--- config.mk ---
export PLATFORM = sky130hd
export DESIGN_NAME = tcc_ram
export DESIGN_NICKNAME = d
export VERILOG_FILES = /design/src/rtl/tcc_ram.sv
export SDC_FILE = /design/constraint.sdc
export NUM_CORES = 2
export LEC_CHECK = 0
export BUFFER_PORTS_ARGS = -buffer_cell sky130_fd_sc_hd__buf_2
export CAP_MARGIN = 10
export CORE_ASPECT_RATIO = 1.2
export CORE_MARGIN = 2
export CORE_UTILIZATION = 25
export CTS_CLUSTER_SIZE = 16
export DETAILED_ROUTE_END_ITERATION = 7
export GPL_TIMING_DRIVEN = 0
export PLACE_DENSITY = 0.4
export SYNTH_ARGS = -nofsm -noshare
export SYNTH_HDL_FRONTEND = slang
export SYNTH_SLANG_ARGS = --single-unit
--- constraint.sdc ---
create_clock -name clk -period 5.65 [get_ports clk]
set_input_delay 1.695 -clock clk [delete_from_list [all_inputs] [get_ports clk]]
set_output_delay 1.695 -clock clk [all_outputs]
set_load 0.02 [all_outputs]
--- src/rtl/tcc_ram.sv ---
// Generic simple dual-port RAM: one write port, one registered read port.
// No dependencies.
module tcc_ram #(
    parameter int WIDTH = 8,
    parameter int DEPTH = 256
) (
    input  logic                     clk,
    input  logic                     we,
    input  logic [$clog2(DEPTH)-1:0] waddr,
    input  logic [WIDTH-1:0]         wdata,
    input  logic                     re,
    input  logic [$clog2(DEPTH)-1:0] raddr,
    output logic [WIDTH-1:0]         rdata
);

    logic [WIDTH-1:0] mem [DEPTH];

    always_ff @(posedge clk)
    begin
        if (we)
        begin
            mem[waddr] <= wdata;
        end
        if (re)
        begin
            rdata <= mem[raddr];
        end
    end

endmodule

==> results.tsv <==
stage	metric	value	unit
final_layout	commonest non-fill, non-tap cells in the layout	2056 x edfxtp_1, 454 x mux4_2, 282 x nor2_1, 219 x clkbuf_16, 134 x mux2i_1	
floorplanning	Core ar.	317800	µm²
setup_path	Critical Path, Cell by Cell	buf_2 -> buf_2 -> buf_2 -> clkbuf_1 -> nor2b_1 -> o221ai_1 -> nor2_1 -> nor4_2 -> buf_4 -> nor4_2	
final_layout	most common cell after layout, fill and taps aside	edfxtp_1	
global_routing	vias in the first global route	41690	
sta	Worst Slack Setup Final	-327.9	ps
global_routing	largest net degree at the start of global routing	145	
global_routing	first-pass GRT wire length	385400	µm
final_layout	Filler cells	31120	
setup_path	setup slack, reg-to-reg	1820	ps
sta	clock skew	55.32	ps
power_and_ir_drop	Sw Ratio	0.2302	
sta	final hold slack	1121	ps
final_layout	multi-input combinational cell area	16500	µm²
clock_tree	Root Driver	clkbuf_16	
clock_tree	CTS sink cnt	2056	
floorplanning	die width	519.2	µm
final_layout	layout cells sized above 1	0.2347	
drt	DRT iter0 DRCs	4442	
setup_path	Critical R2R Launch	mem[83][3]	
drt	DR vias	40670	
power_and_ir_drop	leakage power	28.03	nW
sta	Tcrit/Tclk final	1.058	
clock_tree	Clock Path Buffers	4	
setup_path	CP startpoint kind	primary input	
status	failing checks	capacitance limit, setup timing	
global_routing	GR Util All Layers	0.1760	
sta	Setup TNS Final	-457.4	ps
power_and_ir_drop	Seq pwr share	0.510	
floorplanning	Initial Util	0.2506	
worst_hold_path	WHS Endpoint	mem[160][0]	
final_layout	Final Core Density	0.2928	
power_and_ir_drop	Psw	7.600	mW
setup_path	CP max FO	10	
power_and_ir_drop	VDD IR max	0.0002326	V
logic_synthesis	Mapped Area	79640	µm²
setup_path	most used cell, CP	buf_2	
sta	Final Hold Vio Count	0	
logic_synthesis	register bit count reported by yosys	2056	
setup_path	CP max stage delay	1220	ps
power_and_ir_drop	Pwr Total	33.01	mW
global_routing	total gr overflow	0	
worst_hold_path	min-delay worst type	primary input to flip-flop	
logic_synthesis	warnings from Yosys	0	
worst_hold_path	worst hold stages	1	
setup_path	R2R cell count	7	
power_and_ir_drop	Internal	25.41	mW
floorplanning	die height	622.3	µm
setup_path	Worst Path Required	6150	ps
sta	setup violation total in the final timing report	3	
drt	Vias/cell	4.819	
logic_synthesis	Mapped Cells	3733	
power_and_ir_drop	Clock Power Share	0.429	
clock_tree	number of clock buffers inserted by TritonCTS	218	
power_and_ir_drop	pwr dens	354.7	nW/µm²
placement	GPL Wtd Cong	0.8887	
final_layout	Final Net Count	4059	
placement	Port Buf Inserts	27	
drt	TritonRoute pass-1 iters	7	
setup_path	FF-to-FF End	rdata[3]	
setup_path	CP endpoint kind	flip-flop	
logic_synthesis	distinct cell type count after synthesis	54	
sta	slew margin rel.	0.01660	
clock_tree	CTS tree	yes	
clock_tree	htree depth	4	
final_layout	Reg area	61740	µm²
logic_synthesis	Synth Net Count	3760	
setup_path	critical path class	primary input to flip-flop	
drt	final wirelength	290900	µm
status	status	finished with violations	
sta	Max Freq	167.3	MHz
drt	DRC viols	0	
clock_tree	cts hold-fix bufs	0	
sta	Min Clock Period, post-route	5978	ps
placement	Detailed Place HPWL	199300	µm
drt	Routed Antenna Nets	0	
logic_synthesis	EDFF count, synth	2056	
sta	max-slew violations	0	
clock_tree	Clock Latency Late Sink	900	ps
setup_path	Slowest cell on crit path	nor4_2	
worst_hold_path	Min-Delay Startpoint	wdata[0]	
sta	Worst-Margin Slew	1463	ps
floorplanning	Die ar.	323100	µm²
clock_tree	Resize count post-CTS	6	
floorplanning	# IOs	35	
sta	RSZ-0062 raised after global routing	no	
clock_tree	CTS clk-pin slew, worst paths	60	ps
logic_synthesis	Mean Syn Cell Area	21.33	µm²
logic_synthesis	ys async rst share	0	
job	max cap viols	1	
drt	wire per inst	34.46	µm
setup_path	Crit path arrival time	6480	ps
power_and_ir_drop	combinational power share	0.061	
logic_synthesis	ys flop type	edfxtp_1	
floorplanning	cell row count	227	
logic_synthesis	sequential share of the synthesized area	0.7753	
final_layout	Area Growth Syn to Fin	16.85	%
global_routing	initial antenna violation count	28	
clock_tree	setup bufs post-CTS	0	
[state kept, by name (all words and copies together) (netlist names)]
register and cells:
mem 2048, rdata 8
[cell usage after synthesis, types with 8 or more instances]
master / n / area [µm²]
nand3_1: 34 / 170.2
buf_1: 22 / 82.58
nor2_1: 282 / 1059
o221ai_1: 46 / 402.9
nor4_1: 24 / 150.1
nand4_1: 10 / 62.56
a221oi_1: 13 / 113.9
buf_12: 8 / 160.2
a21oi_1: 96 / 480.5
nand2_1: 33 / 123.9
a211oi_1: 16 / 120.1
nand2b_1: 8 / 50.05
mux4_2: 454 / 10220
buf_8: 13 / 195.2
a22o_1: 8 / 70.07
a22oi_1: 133 / 998.5
nor2b_1: 31 / 193.9
buf_4: 27 / 202.7
o211ai_1: 10 / 75.07
buf_6: 21 / 236.5
edfxtp_1: 2056 / 61740
nor3_1: 22 / 110.1
mux2i_1: 134 / 1341
buf_2: 31 / 155.2
clkbuf_1: 111 / 416.7
o22ai_1: 28 / 175.2
o21ai_0: 10 / 50.05
[power by group through the flow]
| stage | sequential, mW | clock [mW] | combinational [mW] |
|---|---|---|---|
| after floorplan | 17.2 | 0 | 0.817 |
| after CTS | 16.8 | 14.5 | 2.02 |
| after detailed placement | 17.2 | 0 | 2.02 |
| after global routing | 16.8 | 15.0 | 2.05 |
| after global placement | 17.2 | 0 | 1.92 |
| final | 16.8 | 14.2 | 2.00 |
[layout make-up]
| type | instances | area share |
|---|---|---|
| tap | 4236 | 0.05696 |
| clock inverter | 122 | 0.01251 |
| multi-input combinational | 1442 | 0.1774 |
| buffer | 233 | 0.01603 |
| antenna | 8 | 0.0002151 |
| sequential | 2056 | 0.6635 |
| clock buffer | 262 | 0.06063 |
| timing repair buffer | 79 | 0.01273 |
| inverter | 2 | 0.00008068 |
[per-layer routing]
layer	vias to the layer above	global-route usage	wire [µm]
li1	16320	-	-
met3	480	0.02794	15770
met5	-	0	68
met1	22340	0.2153	114300
met2	1515	0.3040	145500
met4	12	0.08020	15260
[metrics by stage]
stage | instance area [µm²] | instances | setup slack [ps]
3_5_place_dp | 86210 | 8046 | -1308
6_report | 93050 | 8440 | -327.9
4_1_cts | 93020 | 8430 | 57.73
3_3_place_gp | 85070 | 7996 | -2713
2_1_floorplan | 79640 | 3733 | 1879
5_1_grt | 93040 | 8435 | 61.16
[how the worst max path moves through the flow]
| stage | startpoint | cells past startpoint | slack (ps) | to |
|---|---|---|---|---|
| after floorplan | raddr[0] | 9 | 1880 | rdata[2] |
| after global placement | raddr[4] | 9 | -2710 | rdata[7] |
| after detailed placement | raddr[2] | 9 | -1310 | rdata[0] |
| after CTS | raddr[3] | 10 | 60 | rdata[2] |
| after global routing | raddr[1] | 10 | 60 | rdata[5] |
| final | raddr[3] | 10 | -330 | rdata[0] |
[worst max-delay path, delay by kind of cell]
kind,cells,cell delay (ps)
AND/OR/NAND/NOR,4,2440
buffers and inverters,5,2040
AO/OA/AOI/OAI,1,260
[kinds of logic after synthesis]
kind of cell,count (synthesis),share of synthesized area
flip-flops,2056,0.7753
multiplexers,591,0.1460
AND/OR/NAND/NOR,466,0.02625
AO/OA/AOI/OAI,385,0.03416
buffers and inverters,235,0.01829
No activity file was read; power rests on OpenSTA's default activity.
