$ cat src/rtl/tcc_pkg.sv
// Shared types and constants for the text console cell engine.
// Used by every module in rtl/ except tcc_ram. No dependencies.
package tcc_pkg;

    // Screen geometry
    localparam int COLUMNS = 80;
    localparam int ROWS    = 25;
    localparam int DEPTH   = ROWS * COLUMNS;
    localparam int ADDR_W  = $clog2(DEPTH);

    // Field widths
    localparam int ROW_W = 5;
    localparam int COL_W = 7;
    localparam int CH_W  = 8;

    localparam logic [CH_W-1:0] NEWLINE = 8'd10;
    localparam logic [CH_W-1:0] CH_NONE = 8'd0;

    // Command codes
    localparam logic CMD_PUT  = 1'b0;
    localparam logic CMD_READ = 1'b1;

    typedef enum logic [2:0] {
        ACT_IGNORED = 3'd0,
        ACT_DRAW    = 3'd1,
        ACT_CLIP    = 3'd2,
        ACT_NEWLINE = 3'd3,
        ACT_SCROLL  = 3'd4,
        ACT_READ    = 3'd5
    } action_t;

    typedef struct packed {
        logic             cmd;
        logic [CH_W-1:0]  ch;
        logic [ROW_W-1:0] read_row;
        logic [COL_W-1:0] read_col;
    } item_t;

    typedef struct packed {
        action_t          action;
        logic [ROW_W-1:0] row;
        logic [COL_W-1:0] column;
        logic [CH_W-1:0]  glyph;
    } result_t;

    // Decoded item handed from the cursor unit to the sequencer
    typedef struct packed {
        action_t           action;
        logic [ROW_W-1:0]  row;
        logic [COL_W-1:0]  column;
        logic [CH_W-1:0]   glyph;
        logic              wr_en;
        logic              rd_en;
        logic [ADDR_W-1:0] addr;
    } plan_t;

endpackage

$ cat src/rtl/tcc_cursor.sv
// Cursor and row-ring state; decodes one item into a store access and result.
// Depends on tcc_pkg.
module tcc_cursor (
    input  logic           clk,
    input  logic           rst_n,
    input  tcc_pkg::item_t item,
    input  logic           take,
    output tcc_pkg::plan_t plan
);

    logic [tcc_pkg::ROW_W-1:0]  cur_row_reg, cur_row_next;
    logic [tcc_pkg::COL_W-1:0]  cur_col_reg, cur_col_next;
    logic [tcc_pkg::ROW_W-1:0]  base_reg, base_next;

    logic [tcc_pkg::ROW_W-1:0]  log_row;
    logic [tcc_pkg::COL_W-1:0]  log_col;
    logic [tcc_pkg::ROW_W:0]    row_sum;
    logic [tcc_pkg::ROW_W-1:0]  phys_row;
    logic                       in_range;
    logic                       last_row;
    logic                       room;

    assign last_row = (cur_row_reg >= tcc_pkg::ROW_W'(tcc_pkg::ROWS - 1));
    assign room     = (cur_col_reg <  tcc_pkg::COL_W'(tcc_pkg::COLUMNS - 1));
    assign in_range = ({1'b0, item.read_row} < (tcc_pkg::ROW_W + 1)'(tcc_pkg::ROWS))
                   && ({1'b0, item.read_col} < (tcc_pkg::COL_W + 1)'(tcc_pkg::COLUMNS));

    // Logical cell to touch: read target, top row on scroll, else cursor
    always_comb
    begin
        if (item.cmd == tcc_pkg::CMD_READ)
        begin
            log_row = item.read_row;
            log_col = item.read_col;
        end
        else if (item.ch == tcc_pkg::NEWLINE)
        begin
            log_row = '0;
            log_col = '0;
        end
        else
        begin
            log_row = cur_row_reg;
            log_col = cur_col_reg;
        end
    end

    // Logical to physical row through the ring base, then linear address
    assign row_sum  = {1'b0, log_row} + {1'b0, base_reg};
    assign phys_row = (row_sum >= (tcc_pkg::ROW_W + 1)'(tcc_pkg::ROWS))
                    ? tcc_pkg::ROW_W'(row_sum - (tcc_pkg::ROW_W + 1)'(tcc_pkg::ROWS))
                    : tcc_pkg::ROW_W'(row_sum);

    always_comb
    begin
        plan.addr   = tcc_pkg::ADDR_W'(phys_row) * tcc_pkg::ADDR_W'(tcc_pkg::COLUMNS)
                    + tcc_pkg::ADDR_W'(log_col);
        plan.action = tcc_pkg::ACT_IGNORED;
        plan.row    = cur_row_reg;
        plan.column = cur_col_reg;
        plan.glyph  = tcc_pkg::CH_NONE;
        plan.wr_en  = 1'b0;
        plan.rd_en  = 1'b0;
        cur_row_next = cur_row_reg;
        cur_col_next = cur_col_reg;
        base_next    = base_reg;

        if (item.cmd == tcc_pkg::CMD_READ)
        begin
            plan.action = tcc_pkg::ACT_READ;
            plan.row    = item.read_row;
            plan.column = item.read_col;
            plan.rd_en  = in_range;
        end
        else if (item.ch == tcc_pkg::CH_NONE)
        begin
            plan.action = tcc_pkg::ACT_IGNORED;
        end
        else if (item.ch == tcc_pkg::NEWLINE)
        begin
            cur_col_next = '0;
            plan.column  = '0;
            if (!last_row)
            begin
                cur_row_next = cur_row_reg + 1'b1;
                plan.action  = tcc_pkg::ACT_NEWLINE;
                plan.row     = cur_row_reg + 1'b1;
            end
            else
            begin
                // Top physical row becomes the new bottom row
                plan.action = tcc_pkg::ACT_SCROLL;
                plan.row    = tcc_pkg::ROW_W'(tcc_pkg::ROWS - 1);
                base_next   = (base_reg == tcc_pkg::ROW_W'(tcc_pkg::ROWS - 1))
                            ? '0 : base_reg + 1'b1;
            end
        end
        else if (room)
        begin
            plan.action  = tcc_pkg::ACT_DRAW;
            plan.glyph   = item.ch;
            plan.wr_en   = 1'b1;
            cur_col_next = cur_col_reg + 1'b1;
        end
        else
        begin
            plan.action = tcc_pkg::ACT_CLIP;
            plan.glyph  = item.ch;
        end
    end

    always_ff @(posedge clk or negedge rst_n)
    begin
        if (!rst_n)
        begin
            cur_row_reg <= '0;
            cur_col_reg <= '0;
            base_reg    <= '0;
        end
        else if (take)
        begin
            cur_row_reg <= cur_row_next;
            cur_col_reg <= cur_col_next;
            base_reg    <= base_next;
        end
    end

endmodule

$ cat config.mk
export PLATFORM = sky130hd
export DESIGN_NAME = tcc_cursor
export DESIGN_NICKNAME = d
export VERILOG_FILES = /design/src/rtl/tcc_pkg.sv /design/src/rtl/tcc_cursor.sv
export SDC_FILE = /design/constraint.sdc
export NUM_CORES = 1
export LEC_CHECK = 0
export ABC_CLOCK_PERIOD_IN_PS = 13500
export BUFFER_PORTS_ARGS = -buffer_cell sky130_fd_sc_hd__buf_4
export CORE_MARGIN = 2
export CORE_UTILIZATION = 50
export CTS_CLUSTER_DIAMETER = 80
export DETAILED_ROUTE_END_ITERATION = 12
export GPL_ROUTABILITY_DRIVEN = 0
export HOLD_SLACK_MARGIN = 0.08
export PLACE_DENSITY_LB_ADDON = 0.1
export REMOVE_ABC_BUFFERS = 1
export SLEW_MARGIN = 10
export SYNTH_ARGS = -nofsm -noshare
export SYNTH_HDL_FRONTEND = slang
export SYNTH_SLANG_ARGS = --single-unit
$ cat constraint.sdc
create_clock -name clk -period 13.5 [get_ports clk]
set_input_delay 2.7 -clock clk [delete_from_list [all_inputs] [get_ports clk]]
set_output_delay 2.7 -clock clk [all_outputs]
set_load 0.02 [all_outputs]
==> results_dict.tcl, run 1 <==
set metrics [dict create \
    start_util_pct 52.1 \
    cts_sinks 17 \
    cts.clk_slew.worst_paths_ns 0.07 \
    critPathArrivalTime_ns 8.20 \
    hold_viol_final 0 \
    cp_cell_sequence "buf_4 -> nor4_2 -> and2_1 -> nand3_1 -> nand2_1 -> o21ai_0 -> ha_1 -> inv_1 -> fa_1 -> ha_1 -> nand2_1 -> o21ai_0 -> o311ai_2 -> mux2i_1 -> ha_1 -> ha_1 -> fa_1 -> nand2_1 -> nor2b_1 -> o21ai_0 -> a222oi_1 -> xnor2_1 -> buf_4" \
    wire_per_inst_um 13.1 \
    holdWs_ns 0.569 \
    antenna_found_initial 0 \
    cts_resized 0 \
    synthFlopType "dfrtp_1" \
    clock_skew_ns 0.00350 \
    max_slew_margin_pct 61.8 \
    power_density_nw_per_um2 92.8 \
    drt-initial-drc-count 86 \
    rows 24 \
    avgSynthCellArea_um2 7.69 \
    ir_drop_v 0.0000626 \
    slowest_stage "fa_1" \
    seq_area_frac_synth_pct 18.8 \
    met3_wirelength_um 333 \
    status "finished, final reports clean" \
    cts_tree "yes" \
    layout-drive-gt1-share_pct 21.6 \
    grt.overflow.total 0 \
    placedCellCount 390 \
    final-setup-viol-count 0 \
    coreArea_um2 4350 \
    dieHeight_um 71.4 \
    dr.pass1.iters 4 \
    ioPinCount 60 \
    dpl_cell_area_um2 2690 \
    via_per_inst 5.61 \
    final_cells 394 \
    required_ns 10.80 \
    place_hpwl_um 4140 \
    final_max_slew_viol_count 0 \
    num_vias 2209 \
    yosys_register_bits 17 \
    path_common_cell "ha_1" \
    nets 391 \
    met2_length_um 2340 \
    synthToLayoutAreaGrowth_pct 20.9 \
    wl_met1_um 2440 \
    hold_class "flop to flop" \
    synth_top_cell_by_area "dfrtp_1" \
    grt_pass1_vias 1978 \
    post-route-period-util_pct 80.7 \
    ctsHoldBuffers 0 \
    synthCells 295 \
    critPathKind "primary input to primary output" \
    ant_nets 0 \
    htree_levels 1 \
    worst_pin_slew_ns 0.566 \
    cp_max_fo 14 \
    timing.fmax_mhz 91.8 \
    portBuffers 59 \
    largest_register_ffs 7 \
    rsz0062_at_grt "no" \
    num_antenna_cells 0 \
    crit_buf_inv 3 \
    totalWireLength_um 5140 \
    synth.distinct_cells 58 \
    fin_tns_setup_ns 0 \
    max-cap-violations 0 \
    cts_root_buffer "clkbuf_8" \
    yosysWarnings 0 \
    synth_area_leaders "dfrtp_1, ha_1, o21ai_0" \
    synth_edf_count 0 \
    drc 0 \
    p_leak_nw 1.32 \
    stdcell_area_um2 2740 \
    die_x_um 71.4 \
    grt_first_pass_wirelength_um 8670 \
    fill_cells 405 \
    clock_latency_ns 0.26 \
    post_cts_buffers 0 \
    die_area_um2 5090 \
    synthesis.area_um2 2270 \
    finalCriticalPeriod_ns 10.90 \
    dr.max_layer_used "met4" \
    cp_slowest_stage_delay_ns 0.52 \
    clk_path_buf_depth 2 \
    start_kind "primary input" \
    p_total_mw 0.254 \
    synth_top_area_share_pct 18.8 \
    grt_max_degree 49 \
    track_usage_pct 20.6 \
    cpLargestDelayFamily "adder cells" \
    synthArstFlopShare_pct 100 \
    cts_buffers 3 \
    endpoint_kind "primary output" \
]
## area by class of cell
| type | count | area, um2 | share of cell area (%) |
|---|---|---|---|
| inverter | 13 | 48.8 | 1.78 |
| clock inverter | 1 | 7.51 | 0.274 |
| timing repair buffer | 59 | 443 | 16.1 |
| sequential | 17 | 425 | 15.5 |
| tap | 52 | 65.1 | 2.37 |
| clock buffer | 3 | 41.3 | 1.51 |
| multi-input combinational | 249 | 1710 | 62.4 |
## stage by stage
step / util (%) / setup slack [ns]
detailed placement: 61.9 / 2.61
floorplan: - / 3.25
finish: 63.0 / 2.60
global route: 63.0 / 2.06
CTS: 63.0 / 2.60
global placement: 61.9 / 2.72
## path summary, 6_finish.rpt
check                      depth (start not counted)  slack, ns           start             end
max                                               23       2.60        item[14]        plan[10]
min                                                1       0.57  cur_col_reg[0]  cur_col_reg[0]
max reg2reg                                        6      11.67  cur_col_reg[0]  cur_col_reg[4]
min reg2reg                                        1       0.57  cur_col_reg[0]  cur_col_reg[0]
max in group asynchronous                          1      11.01           rst_n  cur_col_reg[2]
min in group asynchronous                          1       2.29           rst_n  cur_row_reg[4]
## cell families after synthesis
kind of cell / after synthesis / share of synthesized area [%]
adder cells (fa/ha/maj): 24 / 14.2
buffers and inverters: 29 / 5.79
multiplexers: 11 / 5.13
XOR/XNOR: 18 / 6.95
AND/OR/NAND/NOR: 109 / 24.4
AO/OA/AOI/OAI: 87 / 24.7
flip-flops: 17 / 18.8
## cell usage after synthesis (2+ instances only)
cell type / count
clkbuf_1: 12
and2_1: 6
o31ai_1: 3
a21oi_1: 14
and3_1: 3
xor2_1: 4
mux2_2: 5
nor3_1: 2
o311ai_0: 2
nand2_1: 38
o2111ai_1: 3
dfrtp_1: 17
and4_1: 2
nand2b_1: 6
a21boi_0: 2
nor2_1: 16
a41oi_1: 2
a21o_1: 6
fa_1: 3
nand3b_1: 2
nor2b_1: 10
or2_2: 2
ha_1: 21
o22ai_1: 2
o21ai_0: 35
inv_1: 13
nand3_1: 14
mux2i_1: 6
xnor2_1: 14
a211o_1: 2
## where the power goes
group | internal [mW] | switching [mW]
clock | 0.0208 | 0.0192
sequential | 0.0585 | 0.0102
combinational | 0.0656 | 0.0802
## cells in the final DEF (no fill, tap or decap), drive strengths merged, types with 2 or more instances in the layout
master and count:
o2111ai 3, and2 7, nor2b 10, and4 2, clkbuf 3, mux2 5, nand2 39, fa 3
nor2 16, xor2 4, a211o 2, dfrtp 17, inv 13, a21boi 3, nand3 14, a41oi 2
o311ai 3, o22ai 2, nor3 2, nand2b 6, o21ai 36, a21o 6, or2 3, buf 59
ha 21, and3 3, mux2i 6, nand3b 2, o31ai 3, xnor2 14, a21oi 14
## metal layers
metal,vias up,track usage (%)
li1,1151,-
met1,993,29.0
met2,61,34.3
met3,4,2.95
met4,0,3.14
met5,-,0
Note: power is estimated with default switching activity, not from simulation.
==> run 2: changes to the inputs <==
ABC_AREA = 1   (was default)
ABC_CLOCK_PERIOD_IN_PS = 11370   (was 13500)
clock period = 11.37 ns   (was 13.5 ns; I/O delays follow)
==> run 2 against run 1 <==
  * Cell area down 0.32%
  * Sequential power up 25%
  * Hold slack worse by 0.037 ns
  * Die area down 2.0%
  * Sequential share of layout area about the same
  * Utilization up 0.23 points
  * Highest routed layer unchanged
  * Area after synthesis down 2.1%
  * Critical endpoint unchanged
  * Count of clock-buffer cells in the layout up 1
  * Cell count up 10%
==> results_dict.tcl, run 2 <==
set metrics [dict create \
    status "finished, final reports clean" \
    start_kind "primary input" \
    avgSynthCellArea_um2 6.81 \
    stdcell_area_um2 2730 \
    grt_max_degree 32 \
    clock_power_share_pct 16.5 \
    critPathKind "primary input to primary output" \
    nets 431 \
    synth_top_area_share_pct 19.2 \
    multi_input_area_um2 1590 \
    dr.pass1.iters 4 \
    synthTopCellsByCount "nand2_1, inv_1, o21ai_0" \
    p_int_mw 0.159 \
    synthesis.area_um2 2220 \
    portBuffers 59 \
    antenna_found_initial 0 \
    via_per_inst 5.10 \
    cts_buffers 3 \
    hp-start "cur_row_reg[4]" \
    combinationalPowerShare_pct 52.7 \
    cts.clk_slew.worst_paths_ns 0.06 \
    endpoint_kind "primary output" \
    post-route-period-util_pct 84.3 \
    dieHeight_um 70.6 \
    switchingPower_mw 0.119 \
    clock_skew_ns 0.00353 \
    final_max_slew_viol_count 0 \
    clock_latency_ns 0.25 \
    wire_per_inst_um 11.5 \
    worst_pin_slew_ns 0.653 \
    regArea_um2 425 \
    place_hpwl_um 3960 \
    cts_root_buffer "clkbuf_8" \
    reg2reg_depth 8 \
    grt.overflow.total 0 \
    hold_viol_final 0 \
    synth_area_leaders "dfrtp_1, nand2_1, ha_1" \
    r2r-start "cur_col_reg[0]" \
    die_x_um 70.6 \
    dpl_cell_area_um2 2690 \
    ioPinCount 60 \
    synthMostInstantiatedCell "nand2_1" \
    synth.distinct_cells 39 \
    yosysWarnings 0 \
    hold_class "flop to flop" \
    fill_cells 411 \
    cts_resized 0 \
    start_util_pct 51.4 \
    synth_top_cell_by_area "dfrtp_1" \
    path_common_cell "ha_1" \
    slowest_stage "nor3_4" \
    drt-initial-drc-count 69 \
    timing.fmax_mhz 104 \
    final-setup-viol-count 0 \
    yosys_register_bits 17 \
    cts_tree "yes" \
    synthToLayoutAreaGrowth_pct 23.1 \
    finalCriticalPeriod_ns 9.58 \
    cp_max_fo 18 \
    drc 0 \
    crit_buf_inv 5 \
    max_slew_margin_pct 56.3 \
    rsz0062_at_grt "no" \
    die_area_um2 4990 \
    layout-drive-gt1-share_pct 21.5 \
    r2r_slack_ns 9.90 \
    ir_drop_v 0.0000764 \
    worst_r2r_endpoint "cur_col_reg[2]" \
    worstHoldPathCells 2 \
    htree_levels 1 \
    clk_path_buf_depth 2 \
    cp_cell_sequence "buf_4 -> inv_1 -> nand4_2 -> nor3_4 -> inv_2 -> nor2_4 -> nor2_1 -> ha_1 -> inv_1 -> fa_1 -> ha_1 -> nand3b_1 -> nand3_2 -> nand2_4 -> o21ai_0 -> ha_1 -> ha_1 -> fa_1 -> xor2_1 -> nand3_1 -> xor2_1 -> nand3b_1 -> nand2_1 -> buf_4" \
    ctsHoldBuffers 0 \
    synthArstFlopShare_pct 100 \
    synthCells 326 \
    coreArea_um2 4320 \
    rows 24 \
    required_ns 9.10 \
    p_total_mw 0.278 \
    num_antenna_cells 0 \
    cpLargestDelayFamily "adder cells" \
    synthFlopType "dfrtp_1" \
    seq_area_frac_synth_pct 19.2 \
    critPathArrivalTime_ns 7.31 \
    cts_sinks 17 \
    power_density_nw_per_um2 102 \
    max-cap-violations 0 \
    p_sw_share_pct 42.9 \
    track_usage_pct 21.4 \
    num_vias 2214 \
    totalWireLength_um 5000 \
    post_cts_buffers 0 \
    synth_edf_count 0 \
    largest_register_ffs 7 \
    min_to "cur_row_reg[4]" \
    seqPwrFrac_pct 30.8 \
    p_leak_nw 1.45 \
    grt_first_pass_wirelength_um 8960 \
    final_common_cell "nand2_1" \
    cp_slowest_stage_delay_ns 0.56 \
    fin_tns_setup_ns 0 \
    ant_nets 0 \
    grt_pass1_vias 2131 \
    layout_common_cells "nand2_1, buf_4, inv_1" \
]
run 2: changes by cell type in the layout (fill, tap and decap cells not counted), sizes merged, moves of 9 or more:
cell,delta
inv,+31
xnor2,-10
a21oi,-9
nor2,+10
xor2,+11
nand3,+16
nor2b,-10
nand2,+55
run 2: layer usage:
metal	global-route usage, %	wire [um]	share of wire, %	vias to the layer above
li1	-	-	-	1178
met1	27.5	2190	44	1000
met2	37.6	2640	53	34
met3	3.70	160	3.2	2
met4	5.24	13	0.26	0
met5	0	0	0	-
run 2: worst min-delay path: stages (launching register included):
cell and delay [ns]:
dfrtp_1 0.38, nand2_1 0.06, o21ai_0 0.06
run 2: worst max-delay path by stage:
stage	startpoint	end	slack [ns]	cells after the start
detailed placement	item[17]	plan[10]	1.80	24
global route	item[17]	plan[10]	1.26	24
floorplan	item[19]	plan[10]	2.44	22
finish	item[17]	plan[10]	1.79	24
CTS	item[17]	plan[10]	1.79	24
global placement	item[19]	plan[10]	1.95	24
run 2: stage by stage:
step	util [%]	instances	setup slack, ns	hold slack (ns)
after floorplan	-	319	2.44	0.474
after global placement	62.2	430	1.95	0.506
after detailed placement	62.2	430	1.80	0.516
after CTS	63.2	434	1.79	0.531
after global routing	63.2	434	1.26	0.566
final	63.2	434	1.79	0.532
run 2: cells by family (layout without fill, tap and decap cells):
family	count (synthesis)	after routing	share of synthesized area [%]
flops	17	17	19.2
compound gates	50	50	13.7
simple gates	165	165	35.5
buf+inv	51	107	9.24
xor+xnor	19	19	7.83
fa+ha+maj	24	24	14.5
run 2: power by group through the flow:
stage	Combinational, mW	Sequential [mW]	Clock (mW)
finish	0.147	0.0857	0.0460
global route	0.164	0.0881	0.0500
CTS	0.148	0.0856	0.0469
detailed placement	0.147	0.0863	0
global placement	0.146	0.0867	0
floorplan	0.0983	0.0823	0
run 2: layout make-up:
class                   instances  area share [%]
clock buffers                   4            1.65
inverters                      44            6.04
flip-flops and latches         17            15.6
well taps                      52            2.38
repair buffers                 59            16.2
multi-input cells             258            58.2
